--- src/design/dscf_pkg.sv ---
// ----------------------------------------------------------------------------
// dscf_pkg
// Shared types and constants for the damped stereo comb filter.
// ----------------------------------------------------------------------------
package dscf_pkg;

    // APB register map
    localparam int ADDR_W = 4;
    localparam int DATA_W = 32;

    localparam logic [1:0] REG_DELAY_LENGTH  = 2'd0;
    localparam logic [1:0] REG_FEEDBACK_GAIN = 2'd1;
    localparam logic [1:0] REG_DAMP_COEFF    = 2'd2;
    localparam logic [1:0] REG_MIX_LEVEL     = 2'd3;

    localparam logic [12:0] DELAY_RST = 13'd100;
    localparam logic [15:0] FB_RST    = 16'd32768;
    localparam logic [15:0] DAMP_RST  = 16'd65470;
    localparam logic [16:0] MIX_RST   = 17'd32768;

    // Clamp limits
    localparam logic [15:0] FB_MAX   = 16'd64880;
    localparam logic [15:0] DAMP_MAX = 16'd65470;
    localparam logic [16:0] MIX_FULL = 17'd65536;

    typedef struct packed {
        logic [12:0] delay_length;
        logic [15:0] feedback_gain;
        logic [15:0] damp_coeff;
        logic [16:0] mix_level;
    } cfg_t;

    // Controller -> datapath commands
    typedef struct packed {
        logic accept;    // latch inputs, read delay taps
        logic clr_wr;    // write zero during the clearing sweep
        logic mul_damp;  // c * (tap - damp)
        logic mul_fb;    // update damp, damp * g
        logic mul_mix;   // write wet back, (wet - in) * m
        logic fin_load;  // load output register
    } cmd_t;

    // Datapath -> controller status
    typedef struct packed {
        logic clr_last;
        logic out_free;
    } sts_t;

    typedef enum logic [2:0] {
        ST_CLEAR,
        ST_IDLE,
        ST_DAMP,
        ST_FB,
        ST_MIX,
        ST_FIN
    } state_t;

endpackage

--- src/design/dscf_regs.sv ---
// ----------------------------------------------------------------------------
// dscf_regs
// APB configuration registers.
// ----------------------------------------------------------------------------
module dscf_regs
    import dscf_pkg::*;
(
    input  logic              aclk,
    input  logic              aresetn,
    input  logic              psel,
    input  logic              penable,
    input  logic              pwrite,
    input  logic [ADDR_W-1:0] paddr,
    input  logic [DATA_W-1:0] pwdata,
    output logic [DATA_W-1:0] prdata,
    output logic              pready,
    output cfg_t              cfg
);

    cfg_t       cfg_reg, cfg_next;
    logic       wr_en;
    logic [1:0] idx;

    assign pready = 1'b1;
    assign wr_en  = psel & penable & pwrite & pready;
    assign idx    = paddr[3:2];

    always_comb begin
        cfg_next = cfg_reg;
        if (wr_en) begin
            case (idx)
                REG_DELAY_LENGTH:  cfg_next.delay_length  = pwdata[12:0];
                REG_FEEDBACK_GAIN: cfg_next.feedback_gain = pwdata[15:0];
                REG_DAMP_COEFF:    cfg_next.damp_coeff    = pwdata[15:0];
                REG_MIX_LEVEL:     cfg_next.mix_level     = pwdata[16:0];
                default:           cfg_next = cfg_reg;
            endcase
        end
    end

    always_ff @(posedge aclk) begin
        if (!aresetn) begin
            cfg_reg.delay_length  <= DELAY_RST;
            cfg_reg.feedback_gain <= FB_RST;
            cfg_reg.damp_coeff    <= DAMP_RST;
            cfg_reg.mix_level     <= MIX_RST;
        end else begin
            cfg_reg <= cfg_next;
        end
    end

    always_comb begin
        case (idx)
            REG_DELAY_LENGTH:  prdata = DATA_W'(cfg_reg.delay_length);
            REG_FEEDBACK_GAIN: prdata = DATA_W'(cfg_reg.feedback_gain);
            REG_DAMP_COEFF:    prdata = DATA_W'(cfg_reg.damp_coeff);
            REG_MIX_LEVEL:     prdata = DATA_W'(cfg_reg.mix_level);
            default:           prdata = '0;
        endcase
    end

    assign cfg = cfg_reg;

endmodule

--- config.mk ---
export PLATFORM = sky130hd
export DESIGN_NAME = dscf_regs
export DESIGN_NICKNAME = d
export VERILOG_FILES = /design/src/design/dscf_pkg.sv /design/src/design/dscf_regs.sv
export SDC_FILE = /design/constraint.sdc
export NUM_CORES = 1
export LEC_CHECK = 0
export BUFFER_PORTS_ARGS = -buffer_cell sky130_fd_sc_hd__buf_2
export CORE_ASPECT_RATIO = 0.7
export CORE_UTILIZATION = 47
export DETAILED_ROUTE_END_ITERATION = 6
export PLACE_DENSITY_LB_ADDON = 0.3
export SYNTH_ARGS = -nofsm -noshare
export SYNTH_HDL_FRONTEND = slang
export SYNTH_SLANG_ARGS = --single-unit
--- constraint.sdc ---
create_clock -name aclk -period 1.34 [get_ports aclk]
set_input_delay 0.268 -clock aclk [delete_from_list [all_inputs] [get_ports aclk]]
set_output_delay 0.268 -clock aclk [all_outputs]
set_load 0.02 [all_outputs]
== Yosys cells after proc, flatten, opt, wreduce, memory -nomap -nowiden ==
Index checks and enable logic that the tools add are counted.

* Register bits: 62
* Input bits: 41
* Output and inout port bits: 95
* Logic and storage cells: 15

* Equal/unequal tests: 3
* Muxes and demuxes: 1
* Bitwise operators: 2
* Reductions and logical operators: 5

{| class="wikitable"
|+ Operators by type and width
! operator !! number
|-
| $pmux W32 S4 || 1
|-
| $reduce_and A2 Y1 || 4
|-
| $eq A2 B2 Y1 const B || 2
|-
| $and A1 B1 Y1 || 2
|-
| $eq A2 B1 Y1 const B || 1
|-
| $logic_not A2 Y1 || 1
|}

== Depth between registers and ports, before layout ==
* Depth after elaboration: 3
* Gate-level depth with buffers: 5
* Gate-level depth less buffers: 3

== Worst setup path after synthesis ==
Ideal clock, no wire load.

* Path kind: input to output
* Start: in paddr[2]
* End: out prdata[1]
* Data arrival time: 1.061 ns
* Data required time: 1.072 ns
* Setup slack: 0.011 ns
* Stages: 3
* Path buffers: 2
* Cells stage by stage: buf_2 buf_2 mux4_2

* Longest elaborated chain between the ends: 2
* Elaborated cells between the ends (all ways): 5

{| class="wikitable"
|+ RTL lines
! element !! RTL line !! source
|-
| start, declared || dscf_regs.sv:13 || <nowiki>input logic [ADDR_W-1:0] paddr,</nowiki>
|-
| $eq A2 B2 Y1, or another cell as far along || dscf_regs.sv:53 || <nowiki>case (idx)</nowiki>
|-
| $pmux W32 S4 * || dscf_regs.sv:53 ||
|-
| end, declared || dscf_regs.sv:15 || <nowiki>output logic [DATA_W-1:0] prdata,</nowiki>
|}

Every way passes the cells marked *; elsewhere a longest branch is shown, timed or not. The select of a mux whose other input is x is not followed.

== Worst setup path after layout ==
* Start: reg cfg_reg (netlist bit cfg[9])
* End: out prdata[9]

* Longest elaborated chain between the ends: 1

{| class="wikitable"
|+ RTL lines
! element !! RTL line !! source
|-
| start, declared || dscf_regs.sv:20 || <nowiki>cfg_t cfg_reg, cfg_next;</nowiki>
|-
| start signal, assigned || dscf_regs.sv:48 || <nowiki>cfg_reg <= cfg_next;</nowiki>
|-
| $pmux W32 S4 || dscf_regs.sv:53 ||
|}

No other way between the ends. The select of a mux whose other input is x is not followed.

==> flow_metrics.tcl <==
set metrics [dict create \
    dieHeight_um 68.65 \
    rsz0062_at_grt "true" \
    skew_ns 0 \
    synth_flop_cell "dfxtp_1" \
    synthTopCellsByArea "dfxtp_1 42%, mux2i_1 20%, mux4_2 9.8%" \
    finalHoldViolations 0 \
    timing.max_cap.violations 0 \
    endpoint_kind "primary output" \
    num-fill-cells 472 \
    vias 2486 \
    gr-total-overflow 0 \
    leakage_nw 1.922 \
    gp_congestion 0.6836 \
    synth_top_area_cell "dfxtp_1" \
    fp.coreArea_um2 5928 \
    whs_ns 0.1819 \
    synth_edf_count 0 \
    ir_worst_vdd_mv 0.6221 \
    drtIter0Drc 119 \
    powerDensity_nw_per_um2 1032 \
    vias_per_cell 4.923 \
    ys_warn_count 0 \
    clk_pin_slew_worst_paths_ns 0.07 \
    failed_checks "negative setup slack" \
    p_total_mw 4.360 \
    yosys.area.top_type_share 0.4161 \
    critPathBufInv 1 \
    cp-start-kind "register" \
    dr.pass1.iters 4 \
    ant_nets 0 \
    nets 466 \
    wirelength_mm 7.496 \
    root_buffer "clkbuf_8" \
    worst_slack_ns -0.2136 \
    crit_arrival_ns 1.29 \
    clockBufferDepth 2 \
    cts_htree_levels 3 \
    hp-class "in -> reg" \
    grt_pass1_wl_mm 11.45 \
    cp_top_family "multiplexers" \
    die_w_um 97.22 \
    largest_register_ffs 62 \
    clock_latency_ns 0.34 \
    tritoncts "yes" \
    yosysUniqueCellTypes 23 \
    antennaDiodeCount 0 \
    status "finished, violations left" \
    crit_required_ns 1.07 \
    final_max_slew_viol_count 0 \
    ys_ff_latch 62 \
    grt_pass1_vias 2309 \
    dp_hpwl_mm 4.948 \
    finalSetupTns_ns -3.143 \
    period_share 1.159 \
    drc 0 \
    initial_core_util 0.5032 \
    wl_per_cell_um 14.84 \
    io_pins 136 \
    yosysMostFrequentCell "dfxtp_1" \
    die_area_um2 6674 \
    seq_area_frac_synth 0.4161 \
    io_buffer_count 102 \
    drive_gt1_frac 0.5349 \
    std_cell_rows 23 \
    syn_avg_cell_area_um2 10.54 \
    fin_crit_ns 1.554 \
    path_max_fanout 3 \
    slowest_stage "mux4_2" \
    antenna_found_initial 0 \
    ys_top_cells_by_count "62 x dfxtp_1, 61 x mux2i_1, 59 x nand2_1" \
    cts_hold_buffers 0 \
    grt.total_usage 0.2260 \
    cts_sinks 62 \
    grt_start_max_net_pins 46 \
    syn_to_final_growth_pct 41.69 \
    syn_inst 283 \
    ys_async_sr_fraction 0 \
    finalSetupViolations 16 \
    crit_path_max_incr_delay_ns 0.47 \
    utilization 0.7130 \
    syn_area_um2 2983 \
    criticalPathCategory "reg -> out" \
    cts_made_buffers 9 \
    max_freq_mhz 643.7 \
    path_cells "mux4_2 > buf_6" \
]
final timing paths:
path              start   endpoint  slack (ns)  cells after the start
min reg2reg     cfg[16]    cfg[16]        0.47                      2
max              cfg[9]  prdata[9]       -0.21                      2
min          pwdata[16]    cfg[16]        0.18                      3
max reg2reg      cfg[2]     cfg[2]        0.54                      4
tightest hold or removal path: cells and delay by family:
| family | cells | cell delay [ns] |
|---|---|---|
| buf+inv | 1 | 0.10 |
| simple gates | 1 | 0.05 |
| mux | 1 | 0.05 |
logic make-up after synthesis:
group                  Yosys count  share of synthesized area
AND/OR/NAND/NOR                 99                     0.1628
buffers and inverters           38                    0.09060
AO/OA/AOI/OAI                    5                    0.01385
flip-flops                      62                     0.4161
multiplexers                    77                     0.3142
other                            2                   0.002518
layer usage:
| layer | GRT usage | part of all wire | vias up |
|---|---|---|---|
| li1 | - | - | 1207 |
| met1 | 0.2793 | 0.44 | 1174 |
| met5 | 0 | 0 | - |
| met3 | 0.07661 | 0.077 | 7 |
| met4 | 0.06618 | 0.0073 | 0 |
| met2 | 0.3838 | 0.47 | 98 |
where the power goes:
part / switching (mW) / internal, mW / total, mW
Combinational: 0.299 / 0.248 / 0.547
Clock: 0.692 / 1.24 / 1.93
Sequential: 0.0164 / 1.87 / 1.89
layout by cell type, fill, tap and decap left out:
cell	count
buf_12	4
buf_6	19
nor2b_1	31
nor3b_2	2
buf_2	84
nor2_4	1
conb_1	16
o211ai_1	1
o31ai_1	1
bufinv_16	3
or3_1	1
clkbuf_8	9
mux4_2	13
clkbuf_1	3
dfxtp_2	42
inv_1	1
clkinv_2	1
nand2_1	59
mux2i_1	61
nand3_2	1
mux2_4	1
and3_1	1
and2b_1	2
dfxtp_1	20
mux2_2	2
nand2_2	1
a22o_1	3
buf_4	47
per-stage QoR:
step | setup WS [ns] | std cells | area (um2)
2_1_floorplan | 0.01145 | 297 | 3035
3_3_place_gp | -0.1663 | 459 | 3598
3_5_place_dp | -0.1966 | 459 | 3598
4_1_cts | -0.2273 | 502 | 4180
5_1_grt | -0.2620 | 505 | 4227
6_report | -0.2136 | 505 | 4227
timing repair:
action                                  4_1_cts  5_1_grt
hold endpoints to repair                      0        0
resized for setup                            69       11
endpoints found under the setup margin       16       16
setup buffers                                27        3
final cells by class:
class	count	area (um2)	area share
well taps	75	93.84	0.02220
flip-flops and latches	62	1294	0.3061
clock buffers	12	135.1	0.03197
inverters	1	3.754	0.0008881
clock inverters	4	95.09	0.02250
multi-input cells	197	1538	0.3638
repair buffers	154	1067	0.2525
No activity file was read; power rests on OpenSTA's default activity.
