## config.mk

```make
export PLATFORM = sky130hd
export DESIGN_NAME = dscf_ctrl
export DESIGN_NICKNAME = d
export VERILOG_FILES = /design/src/design/dscf_pkg.sv /design/src/design/dscf_ctrl.sv
export SDC_FILE = /design/constraint.sdc
export NUM_CORES = 1
export LEC_CHECK = 0
export ABC_AREA = 1
export BUFFER_PORTS_ARGS = -buffer_cell sky130_fd_sc_hd__buf_2
export CAP_MARGIN = 20
export CORE_AREA = 2 2 39 41
export CTS_BUF_LIST = sky130_fd_sc_hd__clkbuf_2
export DETAILED_ROUTE_END_ITERATION = 16
export DIE_AREA = 0 0 41 43
export PLACE_DENSITY = 0.43
export SLEW_MARGIN = 20
export SYNTH_ARGS = -nofsm -noshare
export SYNTH_HDL_FRONTEND = slang
export SYNTH_SLANG_ARGS = --single-unit
```

## constraint.sdc

```tcl
create_clock -name aclk -period 1.3 [get_ports aclk]
set_input_delay 0 -clock aclk [delete_from_list [all_inputs] [get_ports aclk]]
set_output_delay 0 -clock aclk [all_outputs]
set_load 0.05 [all_outputs]
```

## src/design/dscf_pkg.sv

```systemverilog
// ----------------------------------------------------------------------------
// dscf_pkg
// Shared types and constants for the damped stereo comb filter.
// ----------------------------------------------------------------------------
package dscf_pkg;

    // APB register map
    localparam int ADDR_W = 4;
    localparam int DATA_W = 32;

    localparam logic [1:0] REG_DELAY_LENGTH  = 2'd0;
    localparam logic [1:0] REG_FEEDBACK_GAIN = 2'd1;
    localparam logic [1:0] REG_DAMP_COEFF    = 2'd2;
    localparam logic [1:0] REG_MIX_LEVEL     = 2'd3;

    localparam logic [12:0] DELAY_RST = 13'd100;
    localparam logic [15:0] FB_RST    = 16'd32768;
    localparam logic [15:0] DAMP_RST  = 16'd65470;
    localparam logic [16:0] MIX_RST   = 17'd32768;

    // Clamp limits
    localparam logic [15:0] FB_MAX   = 16'd64880;
    localparam logic [15:0] DAMP_MAX = 16'd65470;
    localparam logic [16:0] MIX_FULL = 17'd65536;

    typedef struct packed {
        logic [12:0] delay_length;
        logic [15:0] feedback_gain;
        logic [15:0] damp_coeff;
        logic [16:0] mix_level;
    } cfg_t;

    // Controller -> datapath commands
    typedef struct packed {
        logic accept;    // latch inputs, read delay taps
        logic clr_wr;    // write zero during the clearing sweep
        logic mul_damp;  // c * (tap - damp)
        logic mul_fb;    // update damp, damp * g
        logic mul_mix;   // write wet back, (wet - in) * m
        logic fin_load;  // load output register
    } cmd_t;

    // Datapath -> controller status
    typedef struct packed {
        logic clr_last;
        logic out_free;
    } sts_t;

    typedef enum logic [2:0] {
        ST_CLEAR,
        ST_IDLE,
        ST_DAMP,
        ST_FB,
        ST_MIX,
        ST_FIN
    } state_t;

endpackage

```

## src/design/dscf_ctrl.sv

```systemverilog
// ----------------------------------------------------------------------------
// dscf_ctrl
// Sequencer: clearing sweep, then four steps per stereo pair.
// ----------------------------------------------------------------------------
module dscf_ctrl
    import dscf_pkg::*;
(
    input  logic aclk,
    input  logic aresetn,
    input  logic s_tvalid,
    output logic s_tready,
    input  sts_t sts,
    output cmd_t cmd
);

    state_t state_reg, state_next;

    always_comb begin
        state_next = state_reg;
        case (state_reg)
            ST_CLEAR: begin
                if (sts.clr_last) state_next = ST_IDLE;
            end
            ST_IDLE: begin
                if (s_tvalid) state_next = ST_DAMP;
            end
            ST_DAMP: state_next = ST_FB;
            ST_FB:   state_next = ST_MIX;
            ST_MIX:  state_next = ST_FIN;
            ST_FIN: begin
                if (sts.out_free) state_next = ST_IDLE;
            end
            default: state_next = ST_CLEAR;
        endcase
    end

    always_ff @(posedge aclk) begin
        if (!aresetn) begin
            state_reg <= ST_CLEAR;
        end else begin
            state_reg <= state_next;
        end
    end

    always_comb begin
        s_tready     = (state_reg == ST_IDLE);
        cmd.accept   = s_tready & s_tvalid;
        cmd.clr_wr   = (state_reg == ST_CLEAR);
        cmd.mul_damp = (state_reg == ST_DAMP);
        cmd.mul_fb   = (state_reg == ST_FB);
        cmd.mul_mix  = (state_reg == ST_MIX);
        cmd.fin_load = (state_reg == ST_FIN) & sts.out_free;
    end

endmodule

```

---- Word-level counts from Yosys, hierarchy flattened ----
Cells that the tools add are included.
Widths: inputs -> output; s select.
storage, ports and cells
  word-level logic and storage cells ...... 17
  input port bits ......................... 5
  bits in registers ....................... 3
  output and inout port bits .............. 7
operators by class
  bitwise operators ....................... 2
  muxes and demuxes ....................... 4
  equal/unequal tests ..................... 8
  reductions and logical operators ........ 2
operator list
  cell                count
  $pmux 3 s6          1
  $mux 3              3
  $eq 3x2->1 const B  2
  $eq 3x3->1 const B  2
  $ne 2x2->1 const B  3
  $eq 3x1->1 const B  1
  $logic_not 3->1     1
  $reduce_and 3->1    1
  $and 1x1->1         2

---- Depth between registers and ports, before layout ----
Gate-level depths: netlist of run 1.
  depth in word-level cells ............... 3
  mapped depth ............................ 6
  mapped depth without buffers ............ 6

---- Worst setup path after synthesis of run 1 ----
OpenSTA, ideal clock, no wires.
  path kind ............................... register to output
  from .................................... register state_reg[2]
  to ...................................... output port cmd[0] in the netlist's numbering
  path slack .............................. -729 ps
  data arrival time ....................... 2,029 ps
  required time ........................... 1,300 ps
  buffers on the path ..................... 0
  cell stages (with the launch flop) ...... 3
  path through ............................ dfxtp_1 -> inv_2 -> nor4_1
RTL lines
  item                    line             text
  from (decl)             dscf_ctrl.sv:16  state_t state_reg, state_next;
  from (signal assigned)  dscf_ctrl.sv:41  state_reg <= state_next;
  to (decl)               dscf_ctrl.sv:13  output cmd_t cmd

==> run summary, run 1 <==
Status -> finished, final reports clean
Clock sinks -> 3
Wirelength per Cell -> 8.00 µm
Clock network fraction of total power -> 0.301
Final instance count without filler cells -> 65
Crit path kind -> register to primary output
Seq pwr share -> 0.272
CP endpoint kind -> primary output
Final Skew -> 0.000642 ns
Worst slew pin tran -> 0.249 ns
Most common cell after layout, fill and taps aside -> buf_2
Final Hold Vio Count -> 0
Worst ir drop on vdd -> 0.346 mV
Core area -> 1380 µm²
Worst path required time -> 1.30 ns
Clock Latency Late Sink -> 0.20 ns
Die Wd -> 41 µm
Seq cells post-synth -> 3
Net count, final -> 55
Worst-case clock buffer depth -> 2
Full die area -> 1760 µm²
Mapped Avg Cell Area -> 6.15 µm²
Power Density -> 1250 nW/µm²
PortBufs -> 11
ANT nets after route -> 0
Root Buffer -> clkbuf_2
Max FFs per register -> 3
# diodes -> 0
First-pass DRT Iterations -> 4
First-pass GRT wire length -> 834 µm
FF/Latch Area -> 61.3 µm²
Leak Pwr -> 0.000182 µW
Comb power frac -> 0.427
Post-CTS setup buffer count -> 0
Fin Hold WS -> 0.0408 ns
Most frequent cells in the layout -> buf_2, inv_1, nor2_1
Rel. slew slack -> 0.834
Max-slew violation count -> 0
Cts bufs inserted -> 3
Routability Congestion -> 0.676
Via count -> 250
Area of the multi-input gates -> 133 µm²
Final Setup Violations -> 0
Hold crit path type -> primary input to register
Crit path launch type -> register
Hold Buf Count CTS -> 0
Synth Warn # -> 0
Drt initial violations -> 6
Std cell rows -> 14
Layout cells sized above 1 -> 0.490
Final Cycle Share -> 0.930
Number of global-route vias before repair -> 238
Sw Pwr -> 190 µW
Post-synthesis simple-gate area fraction -> 0.485
Crit-path max FO -> 5
Initial antenna violation count -> 0
Total of max-cap violations -> 0
Min Tclk post-route -> 1.21 ns
I/O pin count -> 12
CTS clk-pin slew, worst paths -> 0.04 ns
Data arrival time of the worst path -> 1.21 ns
CTS H-tree depth -> 1
Hpwl dp -> 445 µm
Post-synthesis adder-cell area fraction -> 0
CTS tree -> yes
WL final -> 520 µm
Syn_nets -> 39
Post-Synthesis Cells -> 34
Peak Freq -> 827 MHz
Fill count -> 162
Placed cell count -> 61
# DRC -> 0
Synth cell types -> 12
Switching share of total power -> 0.451
Mean number of vias per cell -> 3.85
Sequential share of the synthesized area -> 0.287
XOR/XNOR share of the synthesized area -> 0
Multiplexer share of the synthesized area -> 0
Mapped cell area -> 209 µm²
Area delta synth->final -> 61.7%
Main combinational cell family by area after synthesis -> simple AND/OR/NAND/NOR gates
Total track usage -> 0.0752
RSZ-0062 raised after global routing -> no
Int Pwr -> 231 µW
Total congestion overflow -> 0
# resized after CTS -> 2
Largest net degree at the start of global routing -> 7
Initial Utilization -> 0.151
Post-synthesis compound-gate area fraction -> 0.0479
Die Y -> 43 µm
[logic make-up (layout without fill, tap and decap cells)]
logic type / Yosys count / in the layout
AO/OA/AOI/OAI: 2 / 2
buffers and inverters: 10 / 25
flip-flops: 3 / 3
AND/OR/NAND/NOR: 19 / 19
[synth_stat cells]
cell type  number  area share
nand2_1         3       0.054
inv_2           2       0.036
nor2_2          2       0.060
nor3_2          2       0.096
nand4_1         1       0.030
nor2_1          6        0.11
dfxtp_1         3        0.29
nand3b_1        1       0.036
nand3_1         3       0.072
nor4_1          1       0.030
inv_1           8        0.14
a21oi_1         2       0.048
[layer usage]
layer  up-vias  share of wire  track usage  wire length [µm]
met5         -              0            0                 0
li1        133              -            -                 -
met2         6           0.55        0.103               284
met3         0          0.054       0.0157                28
met4         0              0        0.100                 0
met1       111           0.40       0.0769               206
[stage by stage]
step                      setup WS, ns  total power [µW]  TNS (ns)   util  cell area, µm²
after floorplan               -0.00128               254  -0.00128      -             230
after global placement           0.215               292         0  0.221             305
after detailed placement         0.167               289         0  0.221             305
after CTS                     0.000423               425         0  0.238             329
after global routing           0.00388               453         0  0.244             338
final                           0.0906               421         0  0.244             338
[critical path, cell delays in order, from the launching register on]
cell and delay, ns:
dfxtp_1 0.45, inv_2 0.10, nor3_4 0.17, buf_2 0.28
[final timing paths]
| path | start | to | slack, ns | depth (start not counted) |
|---|---|---|---|---|
| hold reg to reg | state_reg[0] | state_reg[2] | 0.55 | 2 |
| setup reg to reg | state_reg[1] | state_reg[0] | 0.25 | 5 |
| hold / removal | aresetn | state_reg[0] | 0.04 | 3 |
| setup / recovery | state_reg[1] | cmd[2] | 0.09 | 3 |
[power by group through the flow]
stage | registers [µW] | logic (µW) | clock network, µW
3_3_place_gp | 115 | 177 | 0
5_1_grt | 116 | 198 | 139
6_report | 114 | 180 | 127
3_5_place_dp | 115 | 175 | 0
2_1_floorplan | 113 | 141 | 0
4_1_cts | 113 | 175 | 136
[final cells by class]
class	instances	share of cell area
Clock buffer	4	0.0593
Inverter	10	0.111
Multi-Input combinational cell	21	0.393
Sequential cell	3	0.181
Tap cell	16	0.0593
Timing Repair Buffer	11	0.196
Note: power is estimated with default switching activity, not from simulation.
==> run 2, diff against run 1 <==
PLACE_DENSITY = 0.39   (was 0.43)
==> run summary, run 2 (synthesis results as in run 1) <==
Status -> finished, final reports clean (unchanged)
# DRC -> 0 (unchanged)
Full die area -> 1760 µm² (unchanged)
CTS H-tree depth -> 1 (unchanged)
CTS clk-pin slew, worst paths -> 0.04 ns (about the same)
Core area -> 1380 µm² (unchanged)
Final Power -> 421 µW (about the same)
Power Density -> 1240 nW/µm² (was 1250 nW/µm²)
Drt initial violations -> 0 (was 6)
Largest net degree at the start of global routing -> 7 (unchanged)
Worst-case clock buffer depth -> 2 (unchanged)
Clock Latency Late Sink -> 0.20 ns (about the same)
Crit-path max FO -> 5 (unchanged)
Hpwl dp -> 465 µm (was 445 µm)
Crit path launch type -> register (unchanged)
Total track usage -> 0.0791 (was 0.0752)
Initial antenna violation count -> 0 (unchanged)
Min Tclk post-route -> 1.20 ns (was 1.21 ns)
Worst ir drop on vdd -> 0.265 mV (was 0.346 mV)
Worst slew pin tran -> 0.245 ns (was 0.249 ns)
Final Core Density -> 0.246 (was 0.244)
Max-slew violation count -> 0 (unchanged)
Initial Utilization -> 0.151 (unchanged)
Clock sinks -> 3 (unchanged)
Leak Pwr -> 0.000183 µW (was 0.000182 µW)
CP endpoint kind -> primary output (unchanged)
PortBufs -> 11 (unchanged)
Hold crit path type -> primary input to register (unchanged)
Area delta synth->final -> 62.9% (was 61.7%)
Data arrival time of the worst path -> 1.20 ns (was 1.21 ns)
Final Setup Violations -> 0 (unchanged)
Wirelength per Cell -> 8.14 µm (was 8.00 µm)
Cts bufs inserted -> 3 (unchanged)
Die Wd -> 41 µm (unchanged)
Critical Path, Cell by Cell -> inv_2 -> nor3_4 -> buf_2 (unchanged)
Fin Hold WS -> 0.0488 ns (was 0.0408 ns)
Crit path kind -> register to primary output (unchanged)
Most frequent cells in the layout -> buf_2, inv_1, nor2_1 (unchanged)
Peak Freq -> 835 MHz (was 827 MHz)
Final Cycle Share -> 0.921 (was 0.930)
First-pass DRT Iterations -> 1 (was 4)
CTS tree -> yes (unchanged)
Total negative slack -> 0 ns (unchanged)
Max FFs per register -> 3 (unchanged)
Via count -> 254 (was 250)
ANT nets after route -> 0 (unchanged)
Final instance count without filler cells -> 65 (unchanged)
Layout cells sized above 1 -> 0.490 (unchanged)
Rel. slew slack -> 0.837 (was 0.834)
Final Skew -> 0.000337 ns (was 0.000642 ns)
WP buf/inv -> 2 (unchanged)
Number of global-route vias before repair -> 228 (was 238)
Routability Congestion -> 0.697 (was 0.676)
Fill count -> 170 (was 162)
Mean number of vias per cell -> 3.91 (was 3.85)
Total congestion overflow -> 0 (unchanged)
Most common cell after layout, fill and taps aside -> buf_2 (unchanged)
Die Y -> 43 µm (unchanged)
Final Hold Vio Count -> 0 (unchanged)
WL final -> 529 µm (was 520 µm)
First-pass GRT wire length -> 841 µm (was 834 µm)
# diodes -> 0 (unchanged)
Std cell rows -> 14 (unchanged)
I/O pin count -> 12 (unchanged)
Total of max-cap violations -> 0 (unchanged)
Worst path required time -> 1.30 ns (about the same)
Root Buffer -> clkbuf_2 (unchanged)
Hold Buf Count CTS -> 0 (unchanged)
Placed cell count -> 61 (unchanged)
Top delay family on crit path -> flip-flops (unchanged)
CP max stage delay -> 0.45 ns (about the same)
Crit path max-delay cell type -> dfxtp_1 (unchanged)
Net count, final -> 55 (unchanged)
RSZ-0062 raised after global routing -> no (unchanged)
[run 2: cell types whose count changed in the layout (fill, tap and decap cells not counted)]
| cell | change |
|---|---|
| nor2_4 | +1 |
| clkbuf_4 | -1 |
| nor2_2 | -1 |
| buf_2 | +1 |
[run 2: routing by layer]
layer  vias up  wire [µm]  global-route usage  share of wire
met1       109        217              0.0860           0.41
met2         8        257              0.0969           0.49
met4         0         10               0.120          0.019
met5         -          0                   0              0
met3         2         43              0.0157          0.081
li1        135          -                   -              -
[run 2: timing repair]
action                     in CTS  in global routing
hold endpoints to repair        0                  0
setup buffers                   0                  0
setup endpoints to repair       2                  3
pin swaps                       0                  0
gates resized for setup         2                  4
[run 2: path summary, 6_finish.rpt]
kind / endpoint / cells past startpoint / slack, ns / startpoint
worst max register to register: state_reg[0] / 5 / 0.27 / state_reg[1]
worst max-delay path: cmd[2] / 3 / 0.10 / state_reg[1]
worst min-delay path: state_reg[0] / 3 / 0.05 / aresetn
worst min register to register: state_reg[2] / 2 / 0.55 / state_reg[0]
[run 2: power by group]
| group | total (µW) | internal [µW] | switching [µW] |
|---|---|---|---|
| registers | 114 | 102 | 12.7 |
| clock network | 126 | 81.1 | 44.8 |
| logic | 181 | 47.1 | 133 |
| total | 421 | 230 | 191 |
[run 2: cell type report]
type                            instances  area, µm²  area share
Sequential cell                         3       61.3       0.180
Timing Repair Buffer                   11       63.8       0.188
Tap cell                               16       20.0      0.0588
Multi-Input combinational cell         21        138       0.404
Inverter                               10       37.5       0.110
Clock buffer                            4       20.0      0.0588
[run 2: worst register-to-register path: cells and delay by family (launching register included)]
kind                   cells  cell delay, ns
flip-flops                 1            0.45
AND/OR/NAND/NOR            4            0.37
buffers and inverters      1            0.10
[run 2: per-stage QoR]
step / area (µm²) / setup slack (ns)
floorplan: 230 / -0.00128
global placement: 305 / 0.208
detailed placement: 305 / 0.187
CTS: 330 / 0.0103
global route: 340 / 0.00426
finish: 340 / 0.102
==> run 3, diff against run 2 <==
==> constraint.sdc (replaced) <==
create_clock -name aclk -period 1.3 [get_ports aclk]
set_input_delay 0.26 -clock aclk [delete_from_list [all_inputs] [get_ports aclk]]
set_output_delay 0.26 -clock aclk [all_outputs]
set_load 0.05 [all_outputs]
==> run summary, run 3 (synthesis results as in run 1) <==
Area delta synth->final -> 123% (was 62.9%)
Data arrival time of the worst path -> 1.04 ns (was 1.20 ns)
Most Crowded Layer GR -> met2 (was met4)
Total track usage -> 0.0883 (was 0.0791)
Net count, final -> 61 (was 55)
Post-route cell area -> 465 µm² (was 340 µm²)
Final Cycle Share -> 0.999 (was 0.921)
Status -> finished, final reports clean (unchanged)
# DRC -> 0 (unchanged)
Drt initial violations -> 2 (was 0)
Dpl ws -> 0.0217 ns (was 0.187 ns)
CTS tree -> yes (unchanged)
PortBufs -> 11 (unchanged)
Worst slew pin tran -> 0.201 ns (was 0.245 ns)
Number of global-route vias before repair -> 254 (was 228)
Clock sinks -> 3 (unchanged)
Hold crit path type -> primary input to register (unchanged)
Clock Latency Late Sink -> 0.20 ns (about the same)
Leak Pwr -> 0.000231 µW (was 0.000183 µW)
CP max stage delay -> 0.34 ns (was 0.45 ns)
Cts bufs inserted -> 3 (unchanged)
First-pass DRT Iterations -> 4 (was 1)
CP endpoint kind -> primary output (unchanged)
Initial antenna violation count -> 0 (unchanged)
Std cell rows -> 14 (unchanged)
Core area -> 1380 µm² (unchanged)
Rel. slew slack -> 0.865 (was 0.837)
I/O pin count -> 12 (unchanged)
Worst ir drop on vdd -> 0.476 mV (was 0.265 mV)
RSZ-0062 raised after global routing -> yes (was no)
Worst path required time -> 1.04 ns (was 1.30 ns)
Most common cell after layout, fill and taps aside -> buf_6 (was buf_2)
Final worst slack -> 0.00145 ns (was 0.102 ns)
Total congestion overflow -> 0 (unchanged)
WL final -> 580 µm (was 529 µm)
Power Density -> 1050 nW/µm² (was 1240 nW/µm²)
Routability Congestion -> 0.662 (was 0.697)
Full die area -> 1760 µm² (unchanged)
Total negative slack -> 0 ns (unchanged)
Die Wd -> 41 µm (unchanged)
Fin Hold WS -> 0.298 ns (was 0.0488 ns)
Crit path launch type -> register (unchanged)
Via count -> 275 (was 254)
Final Skew -> 0.00123 ns (was 0.000337 ns)
Total of max-cap violations -> 0 (unchanged)
Root Buffer -> clkbuf_2 (unchanged)
Peak Freq -> 770 MHz (was 835 MHz)
Final Setup Violations -> 0 (unchanged)
Most common cell on crit path -> nor2_4
# diodes -> 0 (unchanged)
Placed Area -> 332 µm² (was 305 µm²)
ANT nets after route -> 0 (unchanged)
Max-slew violation count -> 0 (unchanged)
Final Hold Vio Count -> 0 (unchanged)
Hpwl dp -> 471 µm (was 465 µm)
Layout cells sized above 1 -> 0.673 (was 0.490)
Wirelength per Cell -> 8.17 µm (was 8.14 µm)
M3 GR Usage -> 0.0471 (was 0.0157)
Crit path max-delay cell type -> dfxtp_2 (was dfxtp_1)
Worst-case clock buffer depth -> 2 (unchanged)
Crit-path max FO -> 4 (was 5)
Hold Buf Count CTS -> 0 (unchanged)
M1 GR Usage -> 0.0962 (was 0.0860)
GR Util met2 -> 0.125 (was 0.0969)
CTS H-tree depth -> 1 (unchanged)
Most frequent cells in the layout -> buf_6, inv_1, buf_4 (was buf_2, inv_1, nor2_1)
Critical Path, Cell by Cell -> inv_2 -> nor2_4 -> nand2_2 -> nor2_4 -> buf_6 (was inv_2 -> nor3_4 -> buf_2)
Initial Utilization -> 0.151 (unchanged)
Crit path kind -> register to primary output (unchanged)
Min Tclk post-route -> 1.30 ns (was 1.20 ns)
First-pass GRT wire length -> 1000 µm (was 841 µm)
Die Y -> 43 µm (unchanged)
Mean number of vias per cell -> 3.87 (was 3.91)
Max FFs per register -> 3 (unchanged)
Largest net degree at the start of global routing -> 6 (was 7)
CTS clk-pin slew, worst paths -> 0.04 ns (about the same)
==> run 3: cell count changes in the layout (fill, tap and decap cells not counted), moves of 2 or more <==
cell / delta
nor2_1: -3
buf_4: +4
dfxtp_1: -2
buf_6: +6
nor2_4: +3
buf_2: -5
dfxtp_4: +2
inv_4: +2
==> run 3: where the power goes <==
group | switching (µW) | leakage (µW) | internal, µW
Sequential | 14.5 | 0.0000264 | 102
Combinational | 156 | 0.000188 | 92.0
Clock | 45.9 | 0.0000166 | 81.1
==> run 3: critical path, delay by kind of cell, from the launching register on <==
| family | cells | cell delay (ns) |
|---|---|---|
| flip-flops | 1 | 0.34 |
| buffers and inverters | 2 | 0.23 |
| AND/OR/NAND/NOR | 3 | 0.26 |
==> run 3: timing repair <==
item | in CTS | in global routing
resized for setup | 29 | 2
buffers inserted | 3 | 0
pin swaps | 3 | 1
setup endpoints to repair | 7 | 8
==> run 3: through the flow <==
stage / util / total power [µW] / cells
6_report: 0.336 / 491 / 71
4_1_cts: 0.332 / 500 / 71
3_5_place_dp: 0.240 / 307 / 64
5_1_grt: 0.336 / 527 / 71
3_3_place_gp: 0.240 / 309 / 64
2_1_floorplan: - / 257 / 34
==> run 3: path summary, 6_finish.rpt <==
path | slack [ns] | to | startpoint | cells after the start
setup / recovery | 0.001 | cmd[5] | state_reg[0] | 5
hold / removal | 0.30 | state_reg[0] | aresetn | 3
hold reg to reg | 0.65 | state_reg[2] | state_reg[0] | 3
setup reg to reg | 0.05 | state_reg[2] | state_reg[0] | 9
==> run 3: layer usage <==
metal | vias to the layer above | part of all wire
met1 | 121 | 0.40
met2 | 7 | 0.55
met3 | 0 | 0.053
met5 | - | 0
li1 | 147 | -
met4 | 0 | 0
==> run 3: cell type report <==
| class | instances | area, µm² |
|---|---|---|
| multi-input combinational | 21 | 163 |
| inverter | 10 | 42.5 |
| timing repair buffer | 17 | 151 |
| fill | 159 | 918 |
| clock buffer | 4 | 20.0 |
| tap | 16 | 20.0 |
| sequential | 3 | 68.8 |
